`src/hdl/csfd_pkg.sv`:
```
// Package for the CRC-checked sample frame decoder.
// Holds frame constants, the byte phase type and the CRC-8 byte update.
// No dependencies.
package csfd_pkg;

  localparam logic [7:0] CrcPoly    = 8'h31;
  localparam logic [7:0] CrcInit    = 8'hFF;
  localparam int unsigned FrameBytes = 9;
  localparam logic [3:0] LastPos    = 4'(FrameBytes - 1);

  // Group numbers as reported on the result (0 = no failure)
  localparam logic [1:0] GrpNone = 2'd0;
  localparam logic [1:0] GrpFlow = 2'd1;
  localparam logic [1:0] GrpTemp = 2'd2;
  localparam logic [1:0] GrpFlag = 2'd3;

  // Role of a byte inside its three-byte group
  typedef enum logic [1:0] {
    PH_HIGH = 2'd0,
    PH_LOW  = 2'd1,
    PH_CRC  = 2'd2
  } phase_e;

  // CRC-8, MSB first, one byte folded in
  function automatic logic [7:0] crc8_byte(input logic [7:0] crc, input logic [7:0] b);
    logic [7:0] c;
    c = crc ^ b;
    for (int k = 0; k < 8; k++) begin
      if (c[7]) begin
        c = {c[6:0], 1'b0} ^ CrcPoly;
      end else begin
        c = {c[6:0], 1'b0};
      end
    end
    return c;
  endfunction

endpackage

```
`src/hdl/crc_checked_sample_frame_decoder.sv`:
```
// Top level of the CRC-checked sample frame decoder.
// Input register, byte decode and CRC check, result register; uses csfd_pkg.
//
// Channel | Dir | tdata (low bit up)                            | tuser (low bit up)
// s_axis  | in  | rx_byte[7:0]                                  | frame_start[0]
// m_axis  | out | flow_raw[15:0] temp_raw[31:16] flags[47:32]   | frame_ok[0] bad_group[2:1]
//
// One byte per cycle sustained unless a held result stalls byte 8; the result register
// loads from byte 8 in the input register through the one-byte CRC update.
// Reset clears frame position, CRC and holds as at the start of a frame.
// A held result stalls the input register only when it has a new result to load;
// other bytes keep flowing while the result waits.
module crc_checked_sample_frame_decoder (
  input  logic        clk_i,
  input  logic        rst_ni,
  input  logic        s_axis_tvalid_i,
  output logic        s_axis_tready_o,
  input  logic [7:0]  s_axis_tdata_i,   // rx_byte[7:0]
  input  logic        s_axis_tuser_i,   // frame_start[0]
  output logic        m_axis_tvalid_o,
  input  logic        m_axis_tready_i,
  output logic [47:0] m_axis_tdata_o,   // flow_raw[15:0], temp_raw[31:16], status_flags[47:32]
  output logic [2:0]  m_axis_tuser_o    // frame_ok[0], bad_group[2:1]
);

  // Input register
  logic       in_valid_q;
  logic [7:0] in_byte_q;
  logic       in_start_q;

  // Frame state
  logic [3:0]  pos_q, pos_d;
  logic [7:0]  crc_q, crc_d;
  logic [7:0]  hi_q, hi_d;
  logic [15:0] flow_q, flow_d;
  logic [15:0] temp_q, temp_d;
  logic [7:0]  flag_lo_q, flag_lo_d;
  logic [1:0]  fail_q, fail_d;

  // Result register
  logic        out_valid_q;
  logic [47:0] out_data_q, out_data_d;
  logic [2:0]  out_user_q, out_user_d;

  // Decode signals
  logic [3:0]         pos_eff;
  csfd_pkg::phase_e   phase;
  logic [1:0]         group;
  logic [7:0]         crc_b, hi_b, flag_lo_b, crc_upd;
  logic [15:0]        flow_b, temp_b;
  logic [1:0]         fail_b;
  logic               last_byte, consume, frame_ok;

  // Effective position: a start mark or an out-of-range count restarts at byte 0
  assign pos_eff   = (in_start_q || pos_q > csfd_pkg::LastPos) ? 4'd0 : pos_q;
  assign last_byte = (pos_eff == csfd_pkg::LastPos);
  assign consume   = in_valid_q && (!last_byte || !out_valid_q || m_axis_tready_i);
  assign s_axis_tready_o = !in_valid_q || consume;

  // Phase and group of the current byte
  always_comb begin
    unique case (pos_eff)
      4'd0:    begin phase = csfd_pkg::PH_HIGH; group = 2'd0; end
      4'd1:    begin phase = csfd_pkg::PH_LOW;  group = 2'd0; end
      4'd2:    begin phase = csfd_pkg::PH_CRC;  group = 2'd0; end
      4'd3:    begin phase = csfd_pkg::PH_HIGH; group = 2'd1; end
      4'd4:    begin phase = csfd_pkg::PH_LOW;  group = 2'd1; end
      4'd5:    begin phase = csfd_pkg::PH_CRC;  group = 2'd1; end
      4'd6:    begin phase = csfd_pkg::PH_HIGH; group = 2'd2; end
      4'd7:    begin phase = csfd_pkg::PH_LOW;  group = 2'd2; end
      4'd8:    begin phase = csfd_pkg::PH_CRC;  group = 2'd2; end
      default: begin phase = csfd_pkg::PH_HIGH; group = 2'd0; end
    endcase
  end

  // State as seen by this byte: cleared when the byte opens a new frame
  always_comb begin
    if (in_start_q) begin
      crc_b     = csfd_pkg::CrcInit;
      hi_b      = '0;
      flow_b    = '0;
      temp_b    = '0;
      flag_lo_b = '0;
      fail_b    = csfd_pkg::GrpNone;
    end else begin
      crc_b     = crc_q;
      hi_b      = hi_q;
      flow_b    = flow_q;
      temp_b    = temp_q;
      flag_lo_b = flag_lo_q;
      fail_b    = fail_q;
    end
  end

  assign crc_upd = csfd_pkg::crc8_byte(crc_b, in_byte_q);

  // Byte decode and next state
  always_comb begin
    crc_d     = crc_b;
    hi_d      = hi_b;
    flow_d    = flow_b;
    temp_d    = temp_b;
    flag_lo_d = flag_lo_b;
    fail_d    = fail_b;
    unique case (phase)
      csfd_pkg::PH_HIGH: begin
        hi_d  = in_byte_q;
        crc_d = crc_upd;
      end
      csfd_pkg::PH_LOW: begin
        crc_d = crc_upd;
        priority if (group == 2'd0) begin
          flow_d = {hi_b, in_byte_q};
        end else if (group == 2'd1) begin
          temp_d = {hi_b, in_byte_q};
        end else begin
          flag_lo_d = in_byte_q;
        end
      end
      default: begin
        if (crc_b != in_byte_q && fail_b == csfd_pkg::GrpNone) begin
          fail_d = group + 2'd1;
        end
        crc_d = csfd_pkg::CrcInit;
      end
    endcase
    pos_d = pos_eff + 4'd1;

    // Result fields and frame restart after the last byte
    frame_ok   = (fail_d == csfd_pkg::GrpNone);
    out_data_d = frame_ok ? {hi_d, flag_lo_d, temp_d, flow_d} : '0;
    out_user_d = {fail_d, frame_ok};
    if (last_byte) begin
      pos_d     = '0;
      crc_d     = csfd_pkg::CrcInit;
      hi_d      = '0;
      flow_d    = '0;
      temp_d    = '0;
      flag_lo_d = '0;
      fail_d    = csfd_pkg::GrpNone;
    end
  end

  // Input register
  always_ff @(posedge clk_i or negedge rst_ni) begin
    if (!rst_ni) begin
      in_valid_q <= 1'b0;
    end else if (s_axis_tready_o) begin
      in_valid_q <= s_axis_tvalid_i;
    end
  end

  always_ff @(posedge clk_i) begin
    if (s_axis_tready_o && s_axis_tvalid_i) begin
      in_byte_q  <= s_axis_tdata_i;
      in_start_q <= s_axis_tuser_i;
    end
  end

  // Frame state registers
  always_ff @(posedge clk_i or negedge rst_ni) begin
    if (!rst_ni) begin
      pos_q     <= '0;
      crc_q     <= csfd_pkg::CrcInit;
      hi_q      <= '0;
      flow_q    <= '0;
      temp_q    <= '0;
      flag_lo_q <= '0;
      fail_q    <= csfd_pkg::GrpNone;
    end else if (consume) begin
      pos_q     <= pos_d;
      crc_q     <= crc_d;
      hi_q      <= hi_d;
      flow_q    <= flow_d;
      temp_q    <= temp_d;
      flag_lo_q <= flag_lo_d;
      fail_q    <= fail_d;
    end
  end

  // Result register
  always_ff @(posedge clk_i or negedge rst_ni) begin
    if (!rst_ni) begin
      out_valid_q <= 1'b0;
    end else if (consume && last_byte) begin
      out_valid_q <= 1'b1;
    end else if (m_axis_tready_i) begin
      out_valid_q <= 1'b0;
    end
  end

  always_ff @(posedge clk_i) begin
    if (consume && last_byte) begin
      out_data_q <= out_data_d;
      out_user_q <= out_user_d;
    end
  end

  assign m_axis_tvalid_o = out_valid_q;
  assign m_axis_tdata_o  = out_data_q;
  assign m_axis_tuser_o  = out_user_q;

  // Checks
  a_pos_range: assert property (@(posedge clk_i) disable iff (!rst_ni)
    pos_q <= csfd_pkg::LastPos)
    else $error("frame position out of range");

  a_ok_no_group: assert property (@(posedge clk_i) disable iff (!rst_ni)
    out_valid_q && out_user_q[0] |-> out_user_q[2:1] == csfd_pkg::GrpNone)
    else $error("good frame reports a failing group");

  a_fail_group: assert property (@(posedge clk_i) disable iff (!rst_ni)
    out_valid_q && !out_user_q[0] |-> out_user_q[2:1] != csfd_pkg::GrpNone
      && out_data_q == '0)
    else $error("failed frame without group or with nonzero data");

  a_result_loaded: assert property (@(posedge clk_i) disable iff (!rst_ni)
    consume && last_byte |=> out_valid_q && pos_q == 4'd0)
    else $error("last byte did not load a result");

  a_no_overwrite: assert property (@(posedge clk_i) disable iff (!rst_ni)
    in_valid_q && last_byte && out_valid_q && !m_axis_tready_i |-> !consume)
    else $error("held result would be overwritten");

endmodule

```
`config.mk`:
```
export PLATFORM = sky130hd
export DESIGN_NAME = crc_checked_sample_frame_decoder
export DESIGN_NICKNAME = d
export VERILOG_FILES = /design/src/hdl/csfd_pkg.sv /design/src/hdl/crc_checked_sample_frame_decoder.sv
export SDC_FILE = /design/constraint.sdc
export NUM_CORES = 1
export LEC_CHECK = 0
export BUFFER_PORTS_ARGS = -buffer_cell sky130_fd_sc_hd__buf_4
export CORE_UTILIZATION = 53
export CTS_CLUSTER_DIAMETER = 200
export CTS_CLUSTER_SIZE = 10
export DETAILED_ROUTE_END_ITERATION = 6
export PLACE_DENSITY = 0.73
export SYNTH_ARGS = -nofsm -noshare
export SYNTH_HDL_FRONTEND = slang
export SYNTH_SLANG_ARGS = --single-unit
```
`constraint.sdc`:
```
create_clock -name clk_i -period 3.1 [get_ports clk_i]
set_clock_uncertainty 0.15 [all_clocks]
set_input_delay 0 -clock clk_i [delete_from_list [all_inputs] [get_ports clk_i]]
set_output_delay 0 -clock clk_i [all_outputs]
set_load 0.01 [all_outputs]
```
# After elaboration in Yosys (flattened, before gate mapping)
# Memories as Yosys holds them, arrays and structs flattened.
# Cells that the tools add are included.
dict set report word_totals {
  ff_bits 124
  romBits 64
  in_bits 13
  output_inout_bits 53
  elab_cells 83
  n_memories 1
}
dict set report op_classes {
  add_sub_neg 2
  order_cmp 1
  n_eq_ne 4
  muxes 36
  bitwise_logic 9
  n_reduce_logical 17
}
# name depth word_bits rd rd_ports_with_merged_regs write_ports line
set mem_list {}
lappend mem_list {{(name not given)} 16 4 1 0 0 crc_checked_sample_frame_decoder.sv:62} ;# unique case (pos_eff)
# operator count
set ops {}
lappend ops {{2-to-1 mux 16 bit} 9}
lappend ops {{2-to-1 mux 8 bit} 11}
lappend ops {{2-to-1 mux 6 bit} 8}
lappend ops {{NOT 3 bit} 8}
lappend ops {{logical NOT 2 bit} 4}
lappend ops {{2-to-1 mux 2 bit} 4}
lappend ops {{2-to-1 mux 4 bit} 2}
lappend ops {{inequality test 8 bit} 1}
lappend ops {{XOR 8 bit} 1}
lappend ops {{adder 4 x 1 -> 4 bit, second input constant} 1}
lappend ops {{equality test 2 x 1 -> 1 bit, second input constant} 2}
lappend ops {{equality test 4 bit, second input constant} 1}
lappend ops {{> comparator 4 bit, second input constant} 1}
lappend ops {{logical AND 1 bit} 4}
lappend ops {{logical OR 1 bit} 4}
lappend ops {{logical NOT 1 bit} 3}
lappend ops {{adder 2 x 1 -> 2 bit, second input constant} 1}
lappend ops {{2-to-1 mux 1 bit} 2}
lappend ops {{nonzero test 2 bit} 1}
lappend ops {{OR reduction 2 bit} 1}

# Depth between registers and ports, before layout
dict set report logic_depth {
  depth_word 20
  mapped_depth 18
  depth_no_buf 14
}

# Worst setup path before layout
# OpenSTA, ideal clock, no wires.
dict set report synth_timing {
  path_type {register to register}
  start {register pos_q[2]}
  end {register out_data_q[36], in the netlist m_axis_tdata_o[36], data pin}
  setup_time_ps 257
  arrival_time_ps 3059
  t_required_ps 2693
  slack_ps -365
  stages_incl_launch_ff 18
  n_path_buf 3
  synth_period_minus_slack_ps 3465
  path_cell_list {dfrtp_1 -> buf_6 -> or3_4 -> a21oi_4 -> nand2_1 -> inv_1 -> ha_1 -> inv_1 -> o21ai_0 -> and2_4 -> buf_6 -> inv_1 -> ha_1 -> nor4_2 -> buf_2 -> nor3b_1 -> a21oi_1 -> nor2_1}
}
dict set report synth_between {
  elab_chain_len 8
  elab_cells_between_ends 16
  cone_classes {add/sub (1); order compare (1); eq/ne (2); mux (6); reduce/logical (5); memory (1)}
}
# element line
set synth_rtl {}
lappend synth_rtl {{start: declaration} crc_checked_sample_frame_decoder.sv:32} ;# logic [3:0] pos_q, pos_d;
lappend synth_rtl {{start signal: assignment} crc_checked_sample_frame_decoder.sv:171} ;# pos_q <= pos_d;
lappend synth_rtl {{> comparator 4 bit} crc_checked_sample_frame_decoder.sv:55} ;# assign pos_eff = (in_start_q || pos_q > csfd_pkg::LastPos) ? 4'd0 : pos_q;
lappend synth_rtl {{logical OR 1 bit} crc_checked_sample_frame_decoder.sv:55}
lappend synth_rtl {{2-to-1 mux 4 bit (*)} crc_checked_sample_frame_decoder.sv:55}
lappend synth_rtl {{memory read (16 x 4 bit) (*)} n/a}
lappend synth_rtl {{adder 2 x 1 -> 2 bit, or another cell as far along} crc_checked_sample_frame_decoder.sv:122} ;# fail_d = group + 2'd1;
lappend synth_rtl {{2-to-1 mux 2 bit, or another cell as far along} crc_checked_sample_frame_decoder.sv:121} ;# if (crc_b != in_byte_q && fail_b == csfd_pkg::GrpNone) begin
lappend synth_rtl {{2-to-1 mux 2 bit or 2-to-1 mux 8 bit (tied branches)} {crc_checked_sample_frame_decoder.sv:105, crc_checked_sample_frame_decoder.sv:112}}
lappend synth_rtl {{logical NOT 2 bit or 2-to-1 mux 8 bit (tied branches)} {crc_checked_sample_frame_decoder.sv:130, crc_checked_sample_frame_decoder.sv:105}}
lappend synth_rtl {{end signal: assignment} crc_checked_sample_frame_decoder.sv:194} ;# out_data_q <= out_data_d;
lappend synth_rtl {{end: declaration} crc_checked_sample_frame_decoder.sv:42} ;# logic [47:0] out_data_q, out_data_d;
# Mark *: on every way between the ends. The rest lies on a longest branch, timed or not.
# A chain may end at the register's enable or synchronous reset.

# Worst setup path in the final report
dict set report layout_timing {
  start {register pos_q[2]}
  end {register out_data_q[31], in the netlist m_axis_tdata_o[31], data pin}
}
dict set report layout_between {
  elab_chain_len 8
  elab_cells_between_ends 16
  cone_classes {add/sub (1); order compare (1); eq/ne (2); mux (6); reduce/logical (5); memory (1)}
}
# element line
set layout_rtl {}
lappend layout_rtl {{> comparator 4 bit} crc_checked_sample_frame_decoder.sv:55}
lappend layout_rtl {{logical OR 1 bit} crc_checked_sample_frame_decoder.sv:55}
lappend layout_rtl {{2-to-1 mux 4 bit (*)} crc_checked_sample_frame_decoder.sv:55}
lappend layout_rtl {{memory read (16 x 4 bit) (*)} n/a}
lappend layout_rtl {{adder 2 x 1 -> 2 bit, or another cell as far along} crc_checked_sample_frame_decoder.sv:122}
lappend layout_rtl {{2-to-1 mux 2 bit, or another cell as far along} crc_checked_sample_frame_decoder.sv:121}
lappend layout_rtl {{2-to-1 mux 2 bit or 2-to-1 mux 16 bit (tied branches)} {crc_checked_sample_frame_decoder.sv:105, crc_checked_sample_frame_decoder.sv:112}}
lappend layout_rtl {{logical NOT 2 bit or 2-to-1 mux 16 bit (tied branches)} {crc_checked_sample_frame_decoder.sv:130, crc_checked_sample_frame_decoder.sv:105}}
# Marks and branches as above.

==> results.md <==
| Quantity | This run | Unit |
|:---|:---|:---|
| First-pass GRT wire length | 21900 | um |
| Depth of the worst register-to-register path | 15 | - |
| Post-layout net count | 608 | - |
| Critical path launch point type | register | - |
| Gate Count Post-Synth | 496 | - |
| Max-cap viol count | 0 | - |
| Crit Path Max Fanout | 8 | - |
| Post-synthesis sequential element count | 124 | - |
| Source-to-sink clock delay at the later pin of the worst-skew pair | 420 | ps |
| Clock transition at the register clock pins on the worst setup and hold paths after CTS | 60 | ps |
| Post-detailed-route count of antenna-violating nets | 0 | - |
| Worst setup EP type | register | - |
| Path class of the lowest-slack min-delay path | in2async | - |
| Post-synthesis instance area | 0.00600 | sq mm |
| CTS sink count | 124 | - |
| Number of distinct library cell variants in the gate-level netlist after synthesis | 60 | - |
| Ys flop type | sky130_fd_sc_hd__edfxtp_1 | - |
| Final worst path period need | 3200 | ps |
| Syn Nets | 516 | - |
| Final-layout setup total negative slack | -3870 | ps |
| Cell Chain, Critical Path | or3_4, a21oi_4, nand2_4, inv_4, ha_4, inv_2, a22oi_2, and2_4, inv_4, ha_4, nor3_4, and2_4, buf_12, mux2i_4, nor3_1 | - |
| Full die area | 0.0117 | sq mm |
| Diode insertion count for antenna repair | 0 | - |
| Outcome | finished, violations left | - |
| TritonCTS clock tree | done | - |
| Fin. max-slew vios | 0 | - |
| Half-perimeter wire length of the detailed placement result | 8240 | um |
| Worst path arrival time | 3210 | ps |
| Placeable core area | 0.0109 | sq mm |
| Final setup violation count | 57 | - |
| Data required time at the worst endpoint | 3110 | ps |
| Number of buffers added on ports | 65 | - |
| Number of buffers added by the clock tree synthesis step | 17 | - |
| Starting Density | 0.549 | - |
| Post-detailed-route via-to-cell ratio | 6.08 | - |
| GPL Wtd Cong | 0.949 | - |
| Peak per-stage delay on the critical path | 420 | ps |
| Reg2reg end | m_axis_tdata_o[31] | - |
| DR vias | 4502 | - |
| Maximum buffer depth of the clock tree | 2 | - |
| Post-detailed-route wirelength per cell | 19.8 | um |
| Number of enable-type register cells in the synthesized netlist | 60 | - |
| Slew at the pin closest to its max-slew limit | 822 | ps |
| Cell types with the highest counts after synthesis | sky130_fd_sc_hd__edfxtp_1 (60), sky130_fd_sc_hd__dfrtp_1 (56), sky130_fd_sc_hd__nand2_1 (30) | - |
| Chip Width | 108 | um |
| Peak clock frequency supported by timing | 312 | MHz |
| Number of H-tree levels | 4 | - |
| Worst vdd rail ir drop | 429 | uV |
| Family with the most delay on the worst path | simple AND/OR/NAND/NOR gates | - |
| Failing checks | setup timing | - |
| Origin of the critical flop-to-flop path | pos_q[2] | - |
| Dpl ws | -85.2 | ps |
| Maximum number of pins on one net before global-route repair | 65 | - |
| Top area cells in the synthesized netlist | sky130_fd_sc_hd__edfxtp_1 (30%), sky130_fd_sc_hd__dfrtp_1 (23%), sky130_fd_sc_hd__a32o_1 (4.0%), sky130_fd_sc_hd__a22o_1 (3.7%), sky130_fd_sc_hd__dfstp_2 (3.5%) | - |
| Crit Path Class | reg2reg | - |
| Detailed Route WL | 14700 | um |
| Buffer type at the clock tree root | sky130_fd_sc_hd__clkbuf_16 | - |
| Leak pwr | 3.17 | nW |
| Ys Warns | 0 | - |
| Setup slack of the critical path after layout | -100 | ps |
| Remaining global-route overflow | 0 | - |
| Sequential share of the synthesized area | 0.569 | - |
| Layout cells sized above 1 | 0.331 | - |
| Fraction of post-synthesis cell area in the top cell type by area | 0.300 | - |
| Reg2Reg Setup Slack | -100 | ps |
| Final worst path period share | 1.03 | - |
| Setup repair after global routing missed its margin | yes | - |
| Number of rows created at floorplan | 38 | - |
| Number of remaining DRC errors | 0 | - |
| Overall power | 5.23 | mW |
| 1st-pass router iterations | 5 | - |
| Most repeated cell in the gate-level netlist after synthesis | sky130_fd_sc_hd__edfxtp_1 | - |
| Number of placed I/O pins | 66 | - |
| Final hold vios | 0 | - |
| Cell at the slowest stage of the critical path | sky130_fd_sc_hd__or3_4 | - |
| Relative max-transition margin | 0.452 | - |
| Initial DRC Count | 327 | - |
| Die Height | 108 | um |
| Fraction of registers with async set/reset | 0.516 | - |
| Power Dens Cells | 666 | mW/mm^2 |
| Antenna violations before repair | 0 | - |
| Number of global-route vias before repair | 4287 | - |
| Synthesized area per cell | 12.1 | sq um |
| Count of buffer and inverter cells on the critical path | 4 | - |
| Filler instances | 738 | - |
| Global-route usage over all layers | 0.250 | - |
| Post-synth top area cell | sky130_fd_sc_hd__edfxtp_1 | - |
| Area growth from synthesis to layout | 30.9 | % |
-- stage by stage --
step | utilization | cells | hold WS (ps) | instance area (sq um)
final | 0.718 | 741 | 57.5 | 7850
after global routing | 0.718 | 741 | 146 | 7850
after CTS | 0.691 | 728 | 109 | 7550
after detailed placement | 0.617 | 682 | 1.62 | 6740
after global placement | 0.617 | 682 | -2.93 | 6740
after floorplan | - | 496 | -446 | 6070
-- sequential cells by signal, summed over array words and instances (netlist names), 2 cells and up --
register        flops
fail_q              2
pos_q               4
temp_q             16
m_axis_tdata_o     48
in_byte_q           8
hi_q                8
flow_q             16
flag_lo_q           8
m_axis_tuser_o      3
crc_q               8
-- kinds of logic (layout without fill, tap and decap cells) --
family	count (synthesis)	in the layout	synth area share
adders and majority gates	7	7	0.0146
xor gates and xnor gates	23	23	0.0359
buffers and inverters	50	155	0.0423
and+or+nand+nor	147	147	0.139
AOI/OAI and AO/OA	124	124	0.164
DFF	124	124	0.569
muxes	21	21	0.0355
-- worst register-to-register path, stage by stage (launching register included) --
cell and delay, ps:
sky130_fd_sc_hd__dfrtp_1 370, sky130_fd_sc_hd__or3_4 420, sky130_fd_sc_hd__a21oi_4 260, sky130_fd_sc_hd__nand2_4 120
sky130_fd_sc_hd__inv_4 100, sky130_fd_sc_hd__ha_4 130, sky130_fd_sc_hd__inv_2 40, sky130_fd_sc_hd__a22oi_2 160
sky130_fd_sc_hd__and2_4 210, sky130_fd_sc_hd__inv_4 40, sky130_fd_sc_hd__ha_4 170, sky130_fd_sc_hd__nor3_4 150
sky130_fd_sc_hd__and2_4 180, sky130_fd_sc_hd__buf_12 130, sky130_fd_sc_hd__mux2i_4 230, sky130_fd_sc_hd__nor3_1 60
-- cell type report --
class / instances / area (sq um) / share of cell area
clock buffer: 19 / 453 / 0.0577
clock inverter: 13 / 165 / 0.0210
inverter: 10 / 45.0 / 0.00574
multi-input combinational: 322 / 2540 / 0.324
sequential: 124 / 3410 / 0.435
tap: 140 / 175 / 0.0223
timing repair buffer: 113 / 1060 / 0.135
-- cell usage in the layout (no fill, tap or decap), drive strengths merged, types with 9 or more instances in the layout --
cell	synthesis	routed
nor3	18	18
dlygate4sd3	0	13
clkbuf	18	22
a32o	24	24
dfrtp	56	56
nor2	26	26
buf	22	96
nor3b	9	9
xnor2	18	18
a22o	25	25
a21oi	40	40
nand2	33	33
edfxtp	60	60
o21ai	10	10
nand3b	25	25
mux2i	19	19
inv	10	12
nand2b	12	12
-- where the power goes --
group          internal, mW  switching, mW
clock network          1.31          0.738
registers              1.89          0.166
logic                 0.549          0.575
total                  3.75           1.48
-- metal layers --
metal / vias to the layer above / share of wire / GRT usage
li1: 2042 / - / -
met1: 2222 / 0.40 / 0.322
met2: 200 / 0.50 / 0.417
met3: 38 / 0.071 / 0.0536
met4: 0 / 0.026 / 0.0936
met5: - / 0 / 0
-- how the worst max path moves through the flow --
| stage | startpoint | end | slack (ps) | cells past startpoint |
|---|---|---|---|---|
| floorplan | pos_q[2] | m_axis_tdata_o[36] | -40 | 17 |
| global placement | pos_q[2] | m_axis_tdata_o[34] | 80 | 15 |
| detailed placement | pos_q[2] | m_axis_tdata_o[31] | -90 | 15 |
| CTS | pos_q[2] | m_axis_tdata_o[31] | -30 | 15 |
| global route | pos_q[2] | m_axis_tdata_o[31] | -190 | 15 |
| finish | pos_q[2] | m_axis_tdata_o[31] | -100 | 15 |
-- repair_timing --
item                                    4_1_cts  5_1_grt
pin swaps                                     2       11
gates resized for setup                       8       30
endpoints found under the setup margin       44       89
endpoints found under the hold margin        75        0
setup buffers                                 0        8
hold buffers                                 13        0
cloned                                        1        5
No activity file was read; power rests on OpenSTA's default activity.
